File: src/design/dtlv_pkg.sv
// ----------------------------------------------------------------------------
// DER TLV header parser package
// Shared types and constants for the DER TLV header parser: result kinds,
// error codes, parser phases and the result record passed front to back.
// ----------------------------------------------------------------------------
package dtlv_pkg;

	// Longest long-form length field accepted, in bytes.
	localparam int unsigned MAX_LENGTH_BYTES = 4;

	// Identifier and length byte masks.
	localparam logic [7:0] ID_CONSTRUCTED = 8'h20;
	localparam logic [4:0] ID_HIGH_TAG    = 5'h1f;
	localparam logic [7:0] LEN_LONG_FORM  = 8'h80;
	localparam logic [6:0] LEN_COUNT_MASK = 7'h7f;

	typedef enum logic [1:0] {
		KIND_DESC  = 2'd0,
		KIND_DATA  = 2'd1,
		KIND_ERROR = 2'd2
	} kind_t;

	typedef enum logic [2:0] {
		ERR_NONE      = 3'd0,
		ERR_HIGH_TAG  = 3'd1,
		ERR_TRUNCATED = 3'd2,
		ERR_BAD_COUNT = 3'd3,
		ERR_LEAD_ZERO = 3'd4,
		ERR_NON_MIN   = 3'd5,
		ERR_OVERFLOW  = 3'd6,
		ERR_PAST_END  = 3'd7
	} err_code_t;

	typedef enum logic [4:0] {
		PH_IDENT     = 5'b00001,
		PH_LEN_FIRST = 5'b00010,
		PH_LEN_LONG  = 5'b00100,
		PH_CONTENT   = 5'b01000,
		PH_ERROR     = 5'b10000
	} phase_t;

	// Compact result record. byte_val carries the identifier byte for a
	// descriptor and the content byte for a data result.
	typedef struct packed {
		kind_t       kind;
		logic [7:0]  byte_val;
		logic [31:0] length;
		logic [2:0]  hdr_len;
		logic [31:0] start;
		logic        last;
		err_code_t   code;
	} rec_t;

	localparam int unsigned TDATA_W = 88;

endpackage

File: src/design/der_tlv_header_parser.sv
// ----------------------------------------------------------------------------
// DER TLV header parser
// Walks the sibling elements of a DER buffer one byte per beat and reports
// element descriptors, content bytes and the first encoding error.
// ----------------------------------------------------------------------------
// Usage:
// Set the buffer size through cfg_wr_en/cfg_wr_data while the block is idle,
// then stream the buffer bytes, in order, on the s_t* slave channel.
// Every byte beat yields at most one result beat on the m_t* master channel:
// an element descriptor when a header completes, one beat per content byte
// (m_tlast on the last one, or on the descriptor of an empty element), or
// one error beat. After an error the block stays silent until reset; bytes
// are still accepted and dropped.
// Throughput is one byte per cycle while the queue has room. The parse state is
// updated in the cycle the byte is taken, the result enters a QUEUE_DEPTH entry
// queue at that same edge, and the output register loads it from the queue head
// once the register is empty or its beat is taken.
// When the receiver stalls, results collect in the queue; s_tready drops
// only once the queue is full. Reset clears the parse state, the position,
// the buffer size register and all pending results.
// ----------------------------------------------------------------------------
module der_tlv_header_parser #(
	parameter int unsigned QUEUE_DEPTH = 4
) (
	input  logic         clk,
	input  logic         arst_n,
	// Configuration: buffer size in bytes.
	input  logic         cfg_wr_en,
	input  logic [31:0]  cfg_wr_data,
	// Slave side: tdata = data_byte[7:0].
	input  logic         s_tvalid,
	output logic         s_tready,
	input  logic [7:0]   s_tdata,
	// Master side: tdata = tag_class[1:0], is_constructed[2], tag_number[7:3],
	// content_length[39:8], header_length[42:40], element_start[74:43],
	// content_byte[82:75], error_code[85:83], zeros[87:86].
	output logic         m_tvalid,
	input  logic         m_tready,
	output logic [87:0]  m_tdata,
	// tuser = kind[1:0].
	output logic [1:0]   m_tuser,
	// tlast = last.
	output logic         m_tlast
);

	logic            push;
	dtlv_pkg::rec_t  push_rec;
	logic            q_full;
	logic            pop;
	logic            head_valid;
	dtlv_pkg::rec_t  head_rec;

	// Front end: parse state and result classification.
	dtlv_front u_front (
		.clk         (clk),
		.arst_n      (arst_n),
		.cfg_wr_en   (cfg_wr_en),
		.cfg_wr_data (cfg_wr_data),
		.byte_valid  (s_tvalid),
		.byte_data   (s_tdata),
		.byte_ready  (s_tready),
		.q_full      (q_full),
		.push        (push),
		.rec         (push_rec)
	);

	// Queue decouples parsing from a stalled receiver.
	dtlv_queue #(
		.DEPTH (QUEUE_DEPTH)
	) u_queue (
		.clk        (clk),
		.arst_n     (arst_n),
		.push       (push),
		.push_rec   (push_rec),
		.full       (q_full),
		.pop        (pop),
		.head_valid (head_valid),
		.head_rec   (head_rec)
	);

	// Back end: field expansion and output register.
	dtlv_back u_back (
		.clk        (clk),
		.arst_n     (arst_n),
		.head_valid (head_valid),
		.head_rec   (head_rec),
		.pop        (pop),
		.m_tvalid   (m_tvalid),
		.m_tready   (m_tready),
		.m_tdata    (m_tdata),
		.m_tuser    (m_tuser),
		.m_tlast    (m_tlast)
	);

endmodule

File: src/design/dtlv_front.sv
// ----------------------------------------------------------------------------
// DER TLV parser front end
// Accepts DER bytes, tracks the element walk and builds one result record
// for every byte that causes a result.
// ----------------------------------------------------------------------------
module dtlv_front (
	input  logic               clk,
	input  logic               arst_n,
	input  logic               cfg_wr_en,
	input  logic [31:0]        cfg_wr_data,
	input  logic               byte_valid,
	input  logic [7:0]         byte_data,
	output logic               byte_ready,
	input  logic               q_full,
	output logic               push,
	output dtlv_pkg::rec_t     rec
);

	logic [31:0]       buf_len_q;
	dtlv_pkg::phase_t  phase_q, phase_n;
	logic [31:0]       pos_q, pos_n;
	logic [31:0]       start_q, start_n;
	logic [7:0]        ident_q, ident_n;
	logic [31:0]       acc_q, acc_n;
	logic [2:0]        left_q, left_n;
	logic [31:0]       cont_q, cont_n;

	logic              take;
	logic              past_end;
	logic [31:0]       pos_inc;
	logic [31:0]       acc_shift;
	logic [2:0]        left_dec;
	logic [6:0]        count;
	logic [31:0]       fin_len;
	logic [31:0]       room;
	logic              overflow;
	logic              id_trunc;
	logic              len_trunc;
	logic [31:0]       cont_dec;

	assign byte_ready = !q_full;
	assign take       = byte_valid && !q_full;

	assign past_end  = pos_q >= buf_len_q;
	assign pos_inc   = pos_q + 32'd1;
	assign acc_shift = {acc_q[23:0], byte_data};
	assign left_dec  = left_q - 3'd1;
	assign count     = byte_data[6:0] & dtlv_pkg::LEN_COUNT_MASK;
	assign fin_len   = (phase_q == dtlv_pkg::PH_LEN_FIRST) ? {24'd0, byte_data} : acc_shift;
	// Only used while pos_q < buf_len_q, so this cannot wrap.
	assign room      = buf_len_q - pos_inc;
	assign overflow  = fin_len > room;
	assign id_trunc  = ({1'b0, pos_q} + 33'd1) >= {1'b0, buf_len_q};
	assign len_trunc = ({1'b0, pos_q} + 33'd1 + {26'd0, count}) > {1'b0, buf_len_q};
	assign cont_dec  = (cont_q != 32'd0) ? (cont_q - 32'd1) : 32'd0;

	always_comb begin
		phase_n = phase_q;
		pos_n   = pos_q;
		start_n = start_q;
		ident_n = ident_q;
		acc_n   = acc_q;
		left_n  = left_q;
		cont_n  = cont_q;
		push    = 1'b0;
		rec     = '0;

		if (take && phase_q != dtlv_pkg::PH_ERROR) begin
			if (past_end) begin
				push       = 1'b1;
				rec.kind   = dtlv_pkg::KIND_ERROR;
				rec.code   = dtlv_pkg::ERR_PAST_END;
				rec.start  = (phase_q == dtlv_pkg::PH_IDENT) ? pos_q : start_q;
				phase_n    = dtlv_pkg::PH_ERROR;
			end else begin
				pos_n = pos_inc;
				// Descriptor fields, used when a header completes.
				rec.byte_val = ident_q;
				rec.length   = fin_len;
				rec.hdr_len  = pos_q[2:0] - start_q[2:0] + 3'd1;
				rec.start    = start_q;
				rec.last     = (fin_len == 32'd0);
				case (phase_q)
					dtlv_pkg::PH_IDENT: begin
						start_n   = pos_q;
						ident_n   = byte_data;
						rec.start = pos_q;
						rec.kind  = dtlv_pkg::KIND_ERROR;
						rec.last  = 1'b0;
						if (byte_data[4:0] == dtlv_pkg::ID_HIGH_TAG) begin
							push     = 1'b1;
							rec.code = dtlv_pkg::ERR_HIGH_TAG;
							phase_n  = dtlv_pkg::PH_ERROR;
						end else if (id_trunc) begin
							push     = 1'b1;
							rec.code = dtlv_pkg::ERR_TRUNCATED;
							phase_n  = dtlv_pkg::PH_ERROR;
						end else begin
							phase_n = dtlv_pkg::PH_LEN_FIRST;
						end
					end
					dtlv_pkg::PH_LEN_FIRST: begin
						push = 1'b1;
						if ((byte_data & dtlv_pkg::LEN_LONG_FORM) == 8'd0) begin
							if (overflow) begin
								rec.kind = dtlv_pkg::KIND_ERROR;
								rec.code = dtlv_pkg::ERR_OVERFLOW;
								phase_n  = dtlv_pkg::PH_ERROR;
							end else begin
								rec.kind = dtlv_pkg::KIND_DESC;
								cont_n   = fin_len;
								phase_n  = (fin_len == 32'd0) ? dtlv_pkg::PH_IDENT
								                               : dtlv_pkg::PH_CONTENT;
							end
						end else if (count == 7'd0 ||
						             count > 7'(dtlv_pkg::MAX_LENGTH_BYTES)) begin
							rec.kind = dtlv_pkg::KIND_ERROR;
							rec.code = dtlv_pkg::ERR_BAD_COUNT;
							phase_n  = dtlv_pkg::PH_ERROR;
						end else if (len_trunc) begin
							rec.kind = dtlv_pkg::KIND_ERROR;
							rec.code = dtlv_pkg::ERR_TRUNCATED;
							phase_n  = dtlv_pkg::PH_ERROR;
						end else begin
							push    = 1'b0;
							acc_n   = 32'd0;
							left_n  = count[2:0];
							phase_n = dtlv_pkg::PH_LEN_LONG;
						end
					end
					dtlv_pkg::PH_LEN_LONG: begin
						if (acc_q == 32'd0 && byte_data == 8'd0) begin
							push     = 1'b1;
							rec.kind = dtlv_pkg::KIND_ERROR;
							rec.code = dtlv_pkg::ERR_LEAD_ZERO;
							phase_n  = dtlv_pkg::PH_ERROR;
						end else begin
							acc_n  = acc_shift;
							left_n = left_dec;
							if (left_dec == 3'd0) begin
								push = 1'b1;
								if (acc_shift < 32'h80) begin
									rec.kind = dtlv_pkg::KIND_ERROR;
									rec.code = dtlv_pkg::ERR_NON_MIN;
									phase_n  = dtlv_pkg::PH_ERROR;
								end else if (overflow) begin
									rec.kind = dtlv_pkg::KIND_ERROR;
									rec.code = dtlv_pkg::ERR_OVERFLOW;
									phase_n  = dtlv_pkg::PH_ERROR;
								end else begin
									rec.kind = dtlv_pkg::KIND_DESC;
									cont_n   = acc_shift;
									phase_n  = dtlv_pkg::PH_CONTENT;
								end
							end
						end
					end
					dtlv_pkg::PH_CONTENT: begin
						push         = 1'b1;
						rec.kind     = dtlv_pkg::KIND_DATA;
						rec.byte_val = byte_data;
						cont_n       = cont_dec;
						rec.last     = (cont_dec == 32'd0);
						if (cont_dec == 32'd0) begin
							phase_n = dtlv_pkg::PH_IDENT;
						end
					end
					default: begin
						phase_n = dtlv_pkg::PH_ERROR;
					end
				endcase
			end
		end
	end

	always_ff @(posedge clk or negedge arst_n) begin
		if (!arst_n) begin
			buf_len_q <= 32'd0;
			phase_q   <= dtlv_pkg::PH_IDENT;
			pos_q     <= 32'd0;
			start_q   <= 32'd0;
			ident_q   <= 8'd0;
			acc_q     <= 32'd0;
			left_q    <= 3'd0;
			cont_q    <= 32'd0;
		end else begin
			if (cfg_wr_en) begin
				buf_len_q <= cfg_wr_data;
			end
			phase_q <= phase_n;
			pos_q   <= pos_n;
			start_q <= start_n;
			ident_q <= ident_n;
			acc_q   <= acc_n;
			left_q  <= left_n;
			cont_q  <= cont_n;
		end
	end

endmodule

File: src/design/dtlv_queue.sv
// ----------------------------------------------------------------------------
// DER TLV parser result queue
// Small register FIFO of result records between the front and back ends.
// ----------------------------------------------------------------------------
module dtlv_queue #(
	parameter int unsigned DEPTH = 4
) (
	input  logic            clk,
	input  logic            arst_n,
	input  logic            push,
	input  dtlv_pkg::rec_t  push_rec,
	output logic            full,
	input  logic            pop,
	output logic            head_valid,
	output dtlv_pkg::rec_t  head_rec
);

	localparam int unsigned IW = $clog2(DEPTH);
	localparam int unsigned CW = $clog2(DEPTH + 1);

	dtlv_pkg::rec_t mem_q [DEPTH];
	logic [IW-1:0]  wr_ptr_q;
	logic [IW-1:0]  rd_ptr_q;
	logic [CW-1:0]  count_q;
	logic           do_push;
	logic           do_pop;

	assign full       = (count_q == CW'(DEPTH));
	assign head_valid = (count_q != '0);
	assign head_rec   = mem_q[rd_ptr_q];
	assign do_push    = push && !full;
	assign do_pop     = pop && head_valid;

	always_ff @(posedge clk) begin
		if (do_push) begin
			mem_q[wr_ptr_q] <= push_rec;
		end
	end

	always_ff @(posedge clk or negedge arst_n) begin
		if (!arst_n) begin
			wr_ptr_q <= '0;
			rd_ptr_q <= '0;
			count_q  <= '0;
		end else begin
			if (do_push) begin
				wr_ptr_q <= (wr_ptr_q == IW'(DEPTH - 1)) ? '0 : wr_ptr_q + 1'b1;
			end
			if (do_pop) begin
				rd_ptr_q <= (rd_ptr_q == IW'(DEPTH - 1)) ? '0 : rd_ptr_q + 1'b1;
			end
			if (do_push && !do_pop) begin
				count_q <= count_q + 1'b1;
			end else if (do_pop && !do_push) begin
				count_q <= count_q - 1'b1;
			end
		end
	end

endmodule

File: src/design/dtlv_back.sv
// ----------------------------------------------------------------------------
// DER TLV parser back end
// Expands result records into output fields by kind and holds them in the
// output register until the receiver takes the beat.
// ----------------------------------------------------------------------------
module dtlv_back (
	input  logic                           clk,
	input  logic                           arst_n,
	input  logic                           head_valid,
	input  dtlv_pkg::rec_t                 head_rec,
	output logic                           pop,
	output logic                           m_tvalid,
	input  logic                           m_tready,
	output logic [dtlv_pkg::TDATA_W-1:0]   m_tdata,
	output logic [1:0]                     m_tuser,
	output logic                           m_tlast
);

	logic                          out_valid_q;
	logic [dtlv_pkg::TDATA_W-1:0]  tdata_q;
	logic [1:0]                    tuser_q;
	logic                          tlast_q;
	logic                          load;
	logic [dtlv_pkg::TDATA_W-1:0]  tdata_n;
	logic                          tlast_n;

	assign load = !out_valid_q || m_tready;
	assign pop  = load && head_valid;

	// Fields that do not belong to the record's kind go out as zero.
	always_comb begin
		tdata_n = '0;
		tlast_n = 1'b0;
		case (head_rec.kind)
			dtlv_pkg::KIND_DESC: begin
				tdata_n[1:0]   = head_rec.byte_val[7:6];
				tdata_n[2]     = (head_rec.byte_val & dtlv_pkg::ID_CONSTRUCTED) != 8'd0;
				tdata_n[7:3]   = head_rec.byte_val[4:0];
				tdata_n[39:8]  = head_rec.length;
				tdata_n[42:40] = head_rec.hdr_len;
				tdata_n[74:43] = head_rec.start;
				tlast_n        = head_rec.last;
			end
			dtlv_pkg::KIND_DATA: begin
				tdata_n[82:75] = head_rec.byte_val;
				tlast_n        = head_rec.last;
			end
			dtlv_pkg::KIND_ERROR: begin
				tdata_n[74:43] = head_rec.start;
				tdata_n[85:83] = head_rec.code;
			end
			default: begin
				tdata_n = '0;
			end
		endcase
	end

	always_ff @(posedge clk or negedge arst_n) begin
		if (!arst_n) begin
			out_valid_q <= 1'b0;
		end else if (load) begin
			out_valid_q <= head_valid;
		end
	end

	always_ff @(posedge clk) begin
		if (pop) begin
			tdata_q <= tdata_n;
			tuser_q <= head_rec.kind;
			tlast_q <= tlast_n;
		end
	end

	assign m_tvalid = out_valid_q;
	assign m_tdata  = tdata_q;
	assign m_tuser  = tuser_q;
	assign m_tlast  = tlast_q;

endmodule

File: config.mk
export PLATFORM = sky130hd
export DESIGN_NAME = der_tlv_header_parser
export DESIGN_NICKNAME = d
export VERILOG_FILES = /design/src/design/dtlv_pkg.sv /design/src/design/der_tlv_header_parser.sv /design/src/design/dtlv_front.sv /design/src/design/dtlv_queue.sv /design/src/design/dtlv_back.sv
export SDC_FILE = /design/constraint.sdc
export NUM_CORES = 1
export LEC_CHECK = 0
export ABC_CLOCK_PERIOD_IN_PS = 13300
export BUFFER_PORTS_ARGS = -buffer_cell sky130_fd_sc_hd__buf_4
export CAP_MARGIN = 20
export CORE_MARGIN = 3
export CORE_UTILIZATION = 45
export CTS_CLUSTER_DIAMETER = 120
export DETAILED_ROUTE_END_ITERATION = 6
export PLACE_DENSITY = 0.58
export SKIP_LAST_GASP = 1
export SYNTH_ARGS = -nofsm -noshare
export SYNTH_HDL_FRONTEND = slang
export SYNTH_SLANG_ARGS = --single-unit
File: constraint.sdc
create_clock -name clk -period 13.3 [get_ports clk]
set_clock_uncertainty 0.15 [all_clocks]
set_input_delay 0.665 -clock clk [delete_from_list [all_inputs] [get_ports clk]]
set_output_delay 0.665 -clock clk [all_outputs]
set_load 0.05 [all_outputs]
Word level (Yosys, flattened, before mapping)
Memories as Yosys holds them, arrays and structs flattened.
Cells that the tools add are included.
{ "word_totals": {"elab_cells": 169, "mem_bits_rw": 324, "reg_bits": 273, "inputBits": 45, "n_memories": 1} }
{ "mem_list": {"columns": ["memory", "depth", "word_bits", "rd", "rd_ports_with_merged_regs", "wr", "line", "rtl"], "rows": [
  ["u_queue.mem_q", 4, 81, 1, 0, 1, "dtlv_queue.sv:21", "dtlv_pkg::rec_t mem_q [DEPTH];"]
]} }
{ "classes": {"bitwise_logic": 1, "order_cmp": 6, "add_sub_neg": 12, "reduce_logical": 34, "eq_ne": 22, "n_mux": 75} }
{ "ops": {"columns": ["op", "n"], "rows": [
  ["$mux 32", 13],
  ["$logic_not 32->1", 3],
  ["$pmux 32 s3", 1],
  ["$mux 81", 1],
  ["$pmux 32 s2", 1],
  ["$mux 5", 12],
  ["$mux 43", 1],
  ["$mux 3", 14],
  ["$add 32x1->33 const B", 1],
  ["$add 33x7->33", 1],
  ["$ge 33x32->1", 1],
  ["$gt 33x32->1", 1],
  ["$add 32x1->32 const B", 1],
  ["$ge 32x32->1", 1],
  ["$gt 32x32->1", 1],
  ["$lt 32x8->1 const B", 1],
  ["$reduce_bool 32->1", 1],
  ["$sub 32x1->32 const B", 1],
  ["$sub 32x32->32", 1],
  ["$mux 2", 12],
  ["$pmux 5 s4", 1],
  ["$logic_not 8->1", 2],
  ["$ne 2x2->1 const B", 8],
  ["$mux 1", 12],
  ["other kinds (38)", 58]
]} }

Depth between registers and ports, before layout
{ "logic_depth": {"ltp_word": 14, "ltp_mapped": 29, "ltp_nobuf": 28} }

By module
From an unflattened synthesis, not the netlist that was laid out.
{ "hier_totals": {"cells_unflattened": 2567, "area_unflattened_um2": 30802.0} }
{ "by_module_without_submodules": {"columns": ["module", "seq_area_each_um2", "n_inst", "cells_per_inst", "area_each_um2"], "rows": [
  ["dtlv_front", 4405.5, 1, 1914, 15304.7],
  ["dtlv_queue", 9904.5, 1, 460, 12132.9],
  ["dtlv_back", 2697.6, 1, 193, 3364.5]
]} }

Worst setup path after synthesis
No wires, ideal clock.
{ "synth_path": {"path_kind": "register -> register", "from": "register u_front.pos_q[0]", "to": "memory u_queue.mem_q[0][0] (netlist bit) (enable)", "path_stages_with_launch": 22, "period_less_slack_ns": 7.340, "t_arrival_ns": 6.742, "t_required_ns": 12.702, "slack_ns": 5.960, "cell_sequence": "dfrtp_1 ha_1 nand3_2 or4_4 xnor2_1 nand3_2 nor2_2 or4b_4 or2_1 buf_6 nor3_1 xnor2_1 ha_1 nand4_1 nor4_1 nand2_1 nor2_1 a2111oi_0 o31ai_1 o21a_1 o31a_1 and2_1"} }
{ "synth_between": {"elab_chain_len": 12, "elab_cells_between_ends": 16, "cone_classes": "2 x add/sub; 3 x order compare; 10 x mux; 1 x reduce/logical"} }
{ "synth_rtl": {"columns": ["item", "line", "rtl"], "rows": [
  ["from (decl)", "dtlv_front.sv:21", "logic [31:0] pos_q, pos_n;"],
  ["from (signal assigned)", "dtlv_front.sv:191", "pos_q <= pos_n;"],
  ["$add 32x1->33", "dtlv_front.sv:53, dtlv_front.sv:54", null],
  ["$add 33x7->33", "dtlv_front.sv:54", "assign len_trunc = ({1'b0, pos_q} + 33'd1 + {26'd0, count}) > {1'b0, buf_len_q};"],
  ["$gt 33x32->1", "dtlv_front.sv:54", null],
  ["$mux 1", "dtlv_front.sv:120", "end else if (len_trunc) begin"],
  ["$mux 1", "dtlv_front.sv:115", "end else if (count == 7'd0 ||"],
  ["$mux 1", "dtlv_front.sv:104", "if ((byte_data & dtlv_pkg::LEN_LONG_FORM) == 8'd0) begin"],
  ["$pmux 1 s4", "dtlv_front.sv:83", "case (phase_q)"],
  ["$mux 1 *", "dtlv_front.sv:69", "if (past_end) begin"],
  ["$mux 1 *", "dtlv_front.sv:68", "if (take && phase_q != dtlv_pkg::PH_ERROR) begin"],
  ["$logic_and 1x1->1 *", "dtlv_queue.sv:31", "assign do_push = push && !full;"],
  ["net u_queue.do_push", "dtlv_queue.sv:25", "logic do_push;"],
  ["$mux 1 *", "dtlv_queue.sv:35", "if (do_push) begin"],
  ["$mux 1 (not written as such) *", "dtlv_queue.sv:36", "mem_q[wr_ptr_q] <= push_rec;"],
  ["to (decl)", "dtlv_queue.sv:21", null]
]} }
Mark *: on every way through the listed nets, which the timed path passes. The rest lies on a longest branch.

Final worst setup path
{ "layout_path": {"from": "register u_front.pos_q[0]", "to": "memory u_queue.mem_q[1][5] (netlist bit) (enable)"} }
The elaborated chain is that of the path after synthesis.

==> Implementation_results.wiki <==
{| class="wikitable"
! Metric !! Value
|-
| Asr flop ratio synth || 30.82%
|-
| Critical path data required time || 13.37 ns
|-
| Max-cap violations || 0
|-
| Layout overhead on the synthesized area || 13.23%
|-
| Crit Path Max Fanout || 44
|-
| Antenna violations before repair || 2
|-
| Number of buffers on the longest clock path || 3
|-
| Diodes inserted || 0
|-
| Number of endpoints failing setup at the final stage || 0
|-
| Cells on Worst Hold Path || 2
|-
| CP peak stage delay || 0.84 ns
|-
| Pre-Repair DR Iteration Count || 5
|-
| Proportion of power drawn by the clock network || 39.9%
|-
| Global-route total usage across every layer || 23.99%
|-
| Kind of end point of the critical path || register
|-
| Transition time at the pin with the least slew margin || 1.022 ns
|-
| Number of antenna-violating nets in the routed design || 0
|-
| Syn Inst Count || 2607
|-
| GR met2 Demand/Resource || 36.81%
|-
| Half-perimeter wire length after detailed placement || 61.06 mm
|-
| Synth Area per Inst || 11.91 µm²
|-
| Net Sw Power || 1.376 mW
|-
| CTS H-tree lvls || 3
|-
| Switching power share of the total || 28.04%
|-
| Number of cells traversed by the worst register-to-register path || 21
|-
| Leading cell type in the layout, fill and taps excluded || edfxtp_1
|-
| Cell row count || 95
|-
| Post-synthesis cell type count || 87
|-
| Number of enable flip-flop cells after synthesis || 413
|-
| Routed wirelength normalized by instance count || 23.59 µm
|-
| Number of gates resized after cts || 0
|-
| Count of input and output buffers || 135
|-
| Tightest hold margin || 0.09354 ns
|-
| Number of global-route vias before repair || 20705
|-
| I/O pin count || 138
|-
| Fillcell total || 5957
|-
| Power density over the cells || 139.7 mW/mm²
|-
| Hold violation count in the final report || 0
|-
| Hold_sp || m_tready
|-
| Share of final-layout standard cells stronger than drive strength 1 || 16.06%
|-
| Vias per cell || 5.867
|-
| Number of storage elements in the synthesis netlist || 597
|-
| Syn. warnings || 0
|-
| Cell chain of the critical path || ha_1 -> nand3_2 -> or4_4 -> xnor2_1 -> nand3_2 -> nor2_2 -> or4b_4 -> or2_1 -> nor3_1 -> xnor2_1 -> ha_1 -> nand4_1 -> nor4_1 -> nand2_1 -> nor2_1 -> a2111oi_0 -> o31ai_1 -> o21a_1 -> o31a_1 -> and2_4 -> buf_4
|-
| Int Power || 3.533 mW
|-
| Min Clock Period, post-route || 8.417 ns
|-
| Worst Path Buf+Inv || 1
|-
| Most frequent cells in the layout || 413 x edfxtp_1, 244 x nand2_1, 183 x ha_1
|-
| Sequential-to-total area share from yosys stat || 54.80%
|-
| Detailed Route WL || 85.68 mm
|-
| Met1 usage in global routing || 35.84%
|-
| Worst-path clk slew || 0.06 ns
|-
| TritonCTS clock tree || yes
|-
| Combinational fraction of design power || 16.0%
|-
| Die H || 268.6 µm
|-
| Final slew viol count || 0
|-
| Cell area after synthesis || 0.03104 mm²
|-
| Endpoint arrival time on the critical path || 8.48 ns
|-
| Cts bufs inserted || 67
|-
| R2R setup slack || 4.88 ns
|-
| Via count of the routed design || 21310
|-
| Worst-skew pair later-pin latency || 0.60 ns
|-
| Result of the run || complete, no violations
|-
| Startpoint of the most critical register-to-register path || u_front.pos_q[0]$_DFFE_PN0P_
|-
| Logic depth of the worst setup path including buffers || 21
|-
| Crit path kind || reg -> reg
|-
| Final critical-path share of the clock period || 63.29%
|-
| FF-to-FF End || u_queue.mem_q[1][5]$_DFFE_PP_
|-
| GP Congestion || 0.9457
|-
| Post-layout net count || 2937
|-
| Die area || 0.07216 mm²
|-
| Starting density of the core || 45.81%
|-
| Min-Delay Path Class || in -> reg
|-
| Critical path startpoint category || register
|-
| Chip width || 268.6 µm
|-
| Wire length of the first global-routing pass || 130.6 mm
|-
| Max-slew headroom at the worst pin || 30.08%
|-
| GR Util met3 || 3.723%
|-
| Dominant synthesized flop cell || edfxtp_1
|-
| Maximum number of pins on one net before global-route repair || 70
|-
| GRT busiest layer || met2
|-
| Peak supply drop || 0.1228 mV
|-
| Leak || 12.84 nW
|-
| Largest delay contributor family on the critical path || simple AND/OR/NAND/NOR gates
|-
| Hold Path End || u_back.m_tvalid$_DFFE_PN0N_
|-
| Highest Clock Rate || 0.1188 GHz
|-
| Clock sink count || 597
|-
| Unrepaired setup endpoints after global routing || false
|-
| Library cell used as clock root buffer || clkbuf_16
|-
| CP max-delay cell || o31ai_1
|-
| Global route overflow || 0
|-
| DRC violation count after routing || 0
|-
| Core Area || 0.06775 mm²
|-
| TNS Setup || 0 ns
|-
| Starting DRT DRC Count || 1854
|-
| Power share of the sequential group || 44.1%
|}
state kept, by name (all words and copies together) (netlist names):
signal             cells
u_back.m_tvalid        1
u_front.buf_len_q     32
u_front.pos_q         32
u_front.cont_q        32
u_back.m_tuser         2
u_queue.wr_ptr_q       2
u_queue.count_q        3
u_queue.mem_q        324
u_front.phase_q        5
u_front.left_q         3
u_queue.rd_ptr_q       2
u_back.m_tdata        86
u_back.m_tlast         1
u_front.ident_q        8
u_front.start_q       32
u_front.acc_q         32
worst register-to-register path, delay by kind of cell (launching register included):
kind	cells	cell delay, ns
AOI/OAI and AO/OA	4	1.60
xor gates and xnor gates	2	0.57
adders and majority gates	2	0.52
buffers and inverters	1	0.66
DFF	1	0.57
and+or+nand+nor	12	3.96
metal layers:
layer / vias up / routed length (µm)
met4: 0 / 1808
met3: 118 / 5505
met5: - / 0
met2: 693 / 38840
met1: 10715 / 39520
li1: 9784 / -
kinds of logic after synthesis:
| group | synth area share [%] |
|---|---|
| mux | 7.143 |
| simple gates | 13.36 |
| compound gates | 9.990 |
| buf+inv | 3.604 |
| xor+xnor | 3.527 |
| fa+ha+maj | 7.571 |
| other cells | 0.01208 |
| flops | 54.80 |
cells in the mapped netlist (all sizes together), types with 17 or more instances:
master	n	area [µm²]
and2	26	162.7
nand4	46	317.8
mux4	81	1824
nand2	253	969.7
nor2	160	603.1
dfrtp	183	4579
nor3	80	400.4
o21ai	170	850.8
xnor2	74	674.4
edfxtp	413	12400
inv	138	518.0
ha	183	2290
xor2	48	420.4
buf	40	255.2
a21o	36	270.3
nand3	32	187.7
nor2b	94	588.1
a21oi	139	695.7
nor4	39	256.5
or3	17	106.4
clkbuf	92	345.3
o31ai	35	362.9
mux2	34	382.9
how the worst max path moves through the flow:
stage,slack (ns),start,endpoint
floorplan,5.96,u_front.pos_q[0]$_DFFE_PN0P_,u_queue.mem_q[0][0]$_DFFE_PP_
global placement,5.14,u_front.pos_q[0]$_DFFE_PN0P_,u_queue.mem_q[1][55]$_DFFE_PP_
detailed placement,4.98,u_front.pos_q[0]$_DFFE_PN0P_,u_queue.mem_q[1][55]$_DFFE_PP_
CTS,4.93,u_front.pos_q[0]$_DFFE_PN0P_,u_queue.mem_q[1][14]$_DFFE_PP_
global route,4.32,u_front.pos_q[0]$_DFFE_PN0P_,u_queue.mem_q[3][10]$_DFFE_PP_
finish,4.88,u_front.pos_q[0]$_DFFE_PN0P_,u_queue.mem_q[1][5]$_DFFE_PP_
layout make-up:
type / instances / area (µm²) / share of cell area (%)
Multi-Input combinational cell: 1741 / 12970 / 36.90
Timing Repair Buffer: 161 / 1217 / 3.464
Clock buffer: 80 / 1798 / 5.116
Tap cell: 873 / 1092 / 3.108
Clock inverter: 42 / 534.3 / 1.520
Sequential cell: 597 / 17020 / 48.42
Inverter: 138 / 518.0 / 1.474
timing repair:
| action | in CTS | in global routing |
|---|---|---|
| buffers inserted | 0 | 0 |
| endpoints found under the hold margin | 61 | 0 |
| hold buffers | 1 | 0 |
per-stage QoR:
| step | setup slack [ns] | std cells | total power, mW | cell area (µm²) | utilization, % |
|---|---|---|---|---|---|
| 2_1_floorplan | 5.960 | 2608 | 2.752 | 31040 | - |
| 3_3_place_gp | 5.138 | 3509 | 2.990 | 32800 | 48.41 |
| 3_5_place_dp | 4.978 | 3509 | 3.002 | 32800 | 48.41 |
| 4_1_cts | 4.929 | 3632 | 4.969 | 35140 | 51.87 |
| 5_1_grt | 4.318 | 3632 | 5.103 | 35140 | 51.87 |
| 6_report | 4.883 | 3632 | 4.909 | 35140 | 51.87 |
power by group through the flow:
stage	clock, mW	sequential [mW]	combinational, mW
5_1_grt	2.08	2.18	0.843
2_1_floorplan	0	2.36	0.390
4_1_cts	2.00	2.17	0.799
3_5_place_dp	0	2.21	0.796
3_3_place_gp	0	2.20	0.786
6_report	1.96	2.16	0.787
Power figures use the tool's default switching activity.
